### src/design/jet_udiv.sv
// Pipelined restoring unsigned divider, one quotient bit per register stage.
// Carries the divisor and a sideband word alongside; depends on nothing.
`timescale 1ns / 1ps

module jet_udiv #(
  parameter int NW = 16,
  parameter int DW = 8,
  parameter int SW = 1
) (
  input  logic          clk,
  input  logic          rst_n,
  input  logic          en,
  input  logic          vld_i,
  input  logic [NW-1:0] num_i,
  input  logic [DW-1:0] den_i,
  input  logic [SW-1:0] side_i,
  output logic          vld_o,
  output logic [NW-1:0] quo_o,
  output logic [SW-1:0] side_o
);

  logic          vld_r  [NW];
  logic [DW-1:0] rem_r  [NW];
  logic [NW-1:0] num_r  [NW];
  logic [NW-1:0] quo_r  [NW];
  logic [DW-1:0] den_r  [NW];
  logic [SW-1:0] side_r [NW];

  for (genvar k = 0; k < NW; k++) begin : g_stage
    logic          p_vld;
    logic [DW-1:0] p_rem;
    logic [NW-1:0] p_num;
    logic [NW-1:0] p_quo;
    logic [DW-1:0] p_den;
    logic [SW-1:0] p_side;
    logic [DW:0]   trial;
    logic          ge;

    // previous stage, or the inputs for the first one
    if (k == 0) begin : g_first
      assign p_vld  = vld_i;
      assign p_rem  = '0;
      assign p_num  = num_i;
      assign p_quo  = '0;
      assign p_den  = den_i;
      assign p_side = side_i;
    end else begin : g_next
      assign p_vld  = vld_r[k-1];
      assign p_rem  = rem_r[k-1];
      assign p_num  = num_r[k-1];
      assign p_quo  = quo_r[k-1];
      assign p_den  = den_r[k-1];
      assign p_side = side_r[k-1];
    end

    // shift in the next dividend bit and try the subtraction
    assign trial = {p_rem, p_num[NW-1]};
    assign ge    = trial >= {1'b0, p_den};

    always_ff @(posedge clk) begin
      if (!rst_n) begin
        vld_r[k] <= 1'b0;
      end else if (en) begin
        vld_r[k] <= p_vld;
      end
    end

    always_ff @(posedge clk) begin
      if (en) begin
        rem_r[k]  <= ge ? DW'(trial - {1'b0, p_den}) : DW'(trial);
        num_r[k]  <= {p_num[NW-2:0], 1'b0};
        quo_r[k]  <= {p_quo[NW-2:0], ge};
        den_r[k]  <= p_den;
        side_r[k] <= p_side;
      end
    end
  end

  assign vld_o  = vld_r[NW-1];
  assign quo_o  = quo_r[NW-1];
  assign side_o = side_r[NW-1];

endmodule

### config.mk
export PLATFORM = sky130hd
export DESIGN_NAME = jet_udiv
export DESIGN_NICKNAME = d
export VERILOG_FILES = /design/src/design/jet_udiv.sv
export SDC_FILE = /design/constraint.sdc
export NUM_CORES = 1
export LEC_CHECK = 0
export ABC_AREA = 1
export BUFFER_PORTS_ARGS = -buffer_cell sky130_fd_sc_hd__buf_2
export CORE_MARGIN = 4
export CORE_UTILIZATION = 55
export DETAILED_ROUTE_END_ITERATION = 12
export PLACE_DENSITY = 0.78
export SYNTH_ARGS = -nofsm -noshare
export SYNTH_HDL_FRONTEND = slang
export SYNTH_SLANG_ARGS = --single-unit
export TNS_END_PERCENT = 5
### constraint.sdc
create_clock -name clk -period 3.8 [get_ports clk]
set_input_delay 0.38 -clock clk [delete_from_list [all_inputs] [get_ports clk]]
set_output_delay 0.38 -clock clk [all_outputs]
set_load 0.1 [all_outputs]
==> summary.md <==
| Metric | Value |
|---|---|
| Cts bufs inserted | 54 |
| Vias | between 10000 and 15000 |
| Async S/R FF share, synth | 0% |
| Final hold violation count | 0 |
| Worst r2r src | rem_r[7][5] |
| Kind of critical path | reg -> reg |
| First-pass GRT wire length | slightly below 70 mm |
| Final Max Tran Viols | 0 |
| Fin util | between 60% and 70% |
| Post-synth EDFFs | approximately 530 |
| Setup crit end kind | flip-flop |
| Post-DP HPWL | roughly 29 mm |
| Share of post-route cells with drive strength above 1 | 9.72% |
| WL per Instance | between 10 and 15 µm |
| Drt drc | 0 |
| Worst min-delay path startpoint | rst_n |
| DR vias/cell | approximately 5.1 |
| Initial DRC count | 980 |
| Vias in the first global route | 14700 |
| Post-route cell area | roughly 27000 µm² |
| # clock sinks | between 500 and 600 |
| Ys flop type | edfxtp_1 |
| Synthesized cell area | 24500 µm² |
| Main area contributors after synthesis | edfxtp_1, nand2_1, ha_1 |
| Headroom to the max-slew limit | a little over two fifths |
| Status | complete, no violations |
| RSZ-0062 raised after global routing | no |
| Crit path launch type | flip-flop |
| Core Rows | 77 |
| Inst Count DP | around 2800 |
| # IOs | between 40 and 50 |
| Max_cap viols | 0 |
| Overall power | 18.9 mW |
| Area grow syn2layout | 11.7% |
| WL final | a little over 40 mm |
| Leading area contributor after synthesis | edfxtp_1 |
| DR pass1 iterations | 5 |
| Die X | around 220 µm |
| WP data arrival | approximately 2500 ps |
| Antenna violations before repair | 0 |
| Pwr dens | slightly below 700 nW/µm² |
| Worst Hold End | vld_r[4][0] |
| Buf/Inv on CP | 0 |
| GRT overflow | 0 |
| Routability Congestion | 0.904 |
| Worst R2R Setup Slack | 1670 ps |
| Clock Path Buffers | 3 |
| Die Area | ~48000 µm² |
| Final Net Count | ~2400 |
| CTS tree | done |
| Post-route setup slack | 1670 ps |
| Fmax | 469 MHz |
| Worst EP required | between 4000 and 5000 ps |
| Slew @ Worst Pin | approximately 870 ps |
| GRT Util Overall | approximately 18% |
| Hold Path Depth | 3 |
| Leakage | 12.0 nW |
| Post-synth net total | 2326 |
| Setup violators final | 0 |
| Antenna diodes | 0 |
| Synth top cells by count | nand2_1, edfxtp_1, inv_1 |
| Clk_skew | between 9 and 10 ps |
| Post-route insts no fill | roughly 2900 |
| Worst-Skew Late Latency | 590 ps |
| Critical Path Max Stage Delay | ~420 ps |
| Worst hold margin | 58.9 ps |
| Synth warn | 0 |
| Hold WC Path Type | in -> reg |
| Worst-path clk slew | 60 ps |
| Mean post-synth cell area | around 11 µm² |
| CTS root buf | clkbuf_16 |
| Input/output buffers | between 40 and 50 |
| Core area | 44100 µm² |
| Die height | ~220 µm |
| Delay-heaviest family, CP | simple AND/OR/NAND/NOR gates |
| Flops & latches, synth | 528 |
| Pin count of the biggest net entering global routing | 110 |
| Final ANT Viol Nets | 0 |
| Period utilization | a little under three fifths |
| Worst path slowest cell | edfxtp_1 |
| FF-to-FF End | rem_r[8][7] |
| Number of distinct library cells after synthesis | 34 |
| Placement Cell Area | around 25000 µm² |
| Post-route setup TNS | 0 ps |
| Synth top area share | between 60% and 70% |
| CTS H-Tree Depth | 2 |
| CP Max Fanout | 9 |
| Post-Synthesis Cells | roughly 2200 |
| R2R cell count | 9 |
| Maximum vdd ir drop | between 0.0004 and 0.0005 V |
| Seq/Total Area, Yosys | between 60 and 70% |
| Initial Utilization | 55.5% |
| CP Cell Sequence | ha_1, nand2_1, nand2_1, nand2_1, nand2_1, nor2_2, nand2_4, nand2_1, nand2_1 |
| Dpl ws | 1700 ps |
| Crit-path most repeated cell | nand2_1 |
| Final period demand of the worst path | about 2100 ps |
| Most common cell in the netlist | nand2_1 |
[metal layers]
layer	global-route usage [%]	share of wire, %	vias to the layer above
met5	0	0	-
met4	7.04	3.3	0
met3	2.82	4.3	86
met2	30.9	50	319
met1	22.3	43	6929
li1	-	-	7440
[tightest hold or removal path, cell delays in order]
cell and delay (ps):
buf_2 100, nand3_1 60, o21ai_0 70
[timing repair]
item,4_1_cts,5_1_grt
resized for setup,0,0
hold endpoints to repair,24,0
hold buffers,24,0
setup buffers,0,0
[cell usage in the layout (no fill, tap or decap), types with 3 or more instances in the layout]
| cell type | instances |
|---|---|
| nand2_8 | 4 |
| nor3_1 | 17 |
| clkinvlp_4 | 7 |
| fa_1 | 14 |
| and2_4 | 3 |
| buf_4 | 3 |
| inv_1 | 354 |
| nand2_2 | 49 |
| clkbuf_16 | 57 |
| bufinv_16 | 3 |
| xor2_1 | 27 |
| edfxtp_1 | 527 |
| nor2_1 | 89 |
| nand4_1 | 28 |
| clkbuf_1 | 12 |
| a21oi_2 | 11 |
| clkinv_1 | 9 |
| ha_1 | 122 |
| nand2_4 | 14 |
| clkinv_2 | 6 |
| o21ai_0 | 3 |
| dlygate4sd3_1 | 24 |
| buf_2 | 45 |
| buf_12 | 4 |
| nand3b_1 | 8 |
| a21oi_1 | 51 |
| nor2_2 | 10 |
| nand2_1 | 572 |
| xnor2_1 | 16 |
| or2_0 | 4 |
| nand3_1 | 207 |
[power by group]
part / switching (mW) / leakage, nW / internal (mW)
clock: 2.09 / 0.806 / 2.93
combinational: 3.66 / 6.04 / 2.07
sequential: 0.515 / 5.19 / 7.69
total: 6.26 / 12.0 / 12.7
[flip-flops by register name, summed over array words and instances, names as in the netlist]
register and count:
rem_r 120, vld_r 16, quo_r 136, num_r 120, side_r 16, den_r 120
[how the worst max path moves through the flow]
stage	start	to	slack [ps]	cells after the start
2_1_floorplan	rem_r[12][2]	rem_r[13][7]	2070	9
3_3_place_gp	rem_r[7][5]	rem_r[8][7]	1750	9
3_5_place_dp	rem_r[7][5]	rem_r[8][7]	1700	9
4_1_cts	rem_r[7][5]	rem_r[8][7]	1690	9
5_1_grt	den_r[7][5]	rem_r[8][7]	1520	10
6_report	rem_r[7][5]	rem_r[8][7]	1670	9
[final cells by class]
cell class	instances	area, µm²
sequential	528	15800
inverter	358	1340
multi-input combinational	1258	7130
clock inverter	25	221
clock buffer	69	1470
timing repair buffer	77	583
fill	3466	16800
tap	592	741
[kinds of logic after synthesis]
group | share of synthesized area [%]
AND/OR/NAND/NOR | 18.7
flip-flops | 64.8
buffers and inverters | 6.12
adder cells (fa/ha/maj) | 7.38
AO/OA/AOI/OAI | 1.50
XOR/XNOR | 1.54
Power figures use the tool's default switching activity.
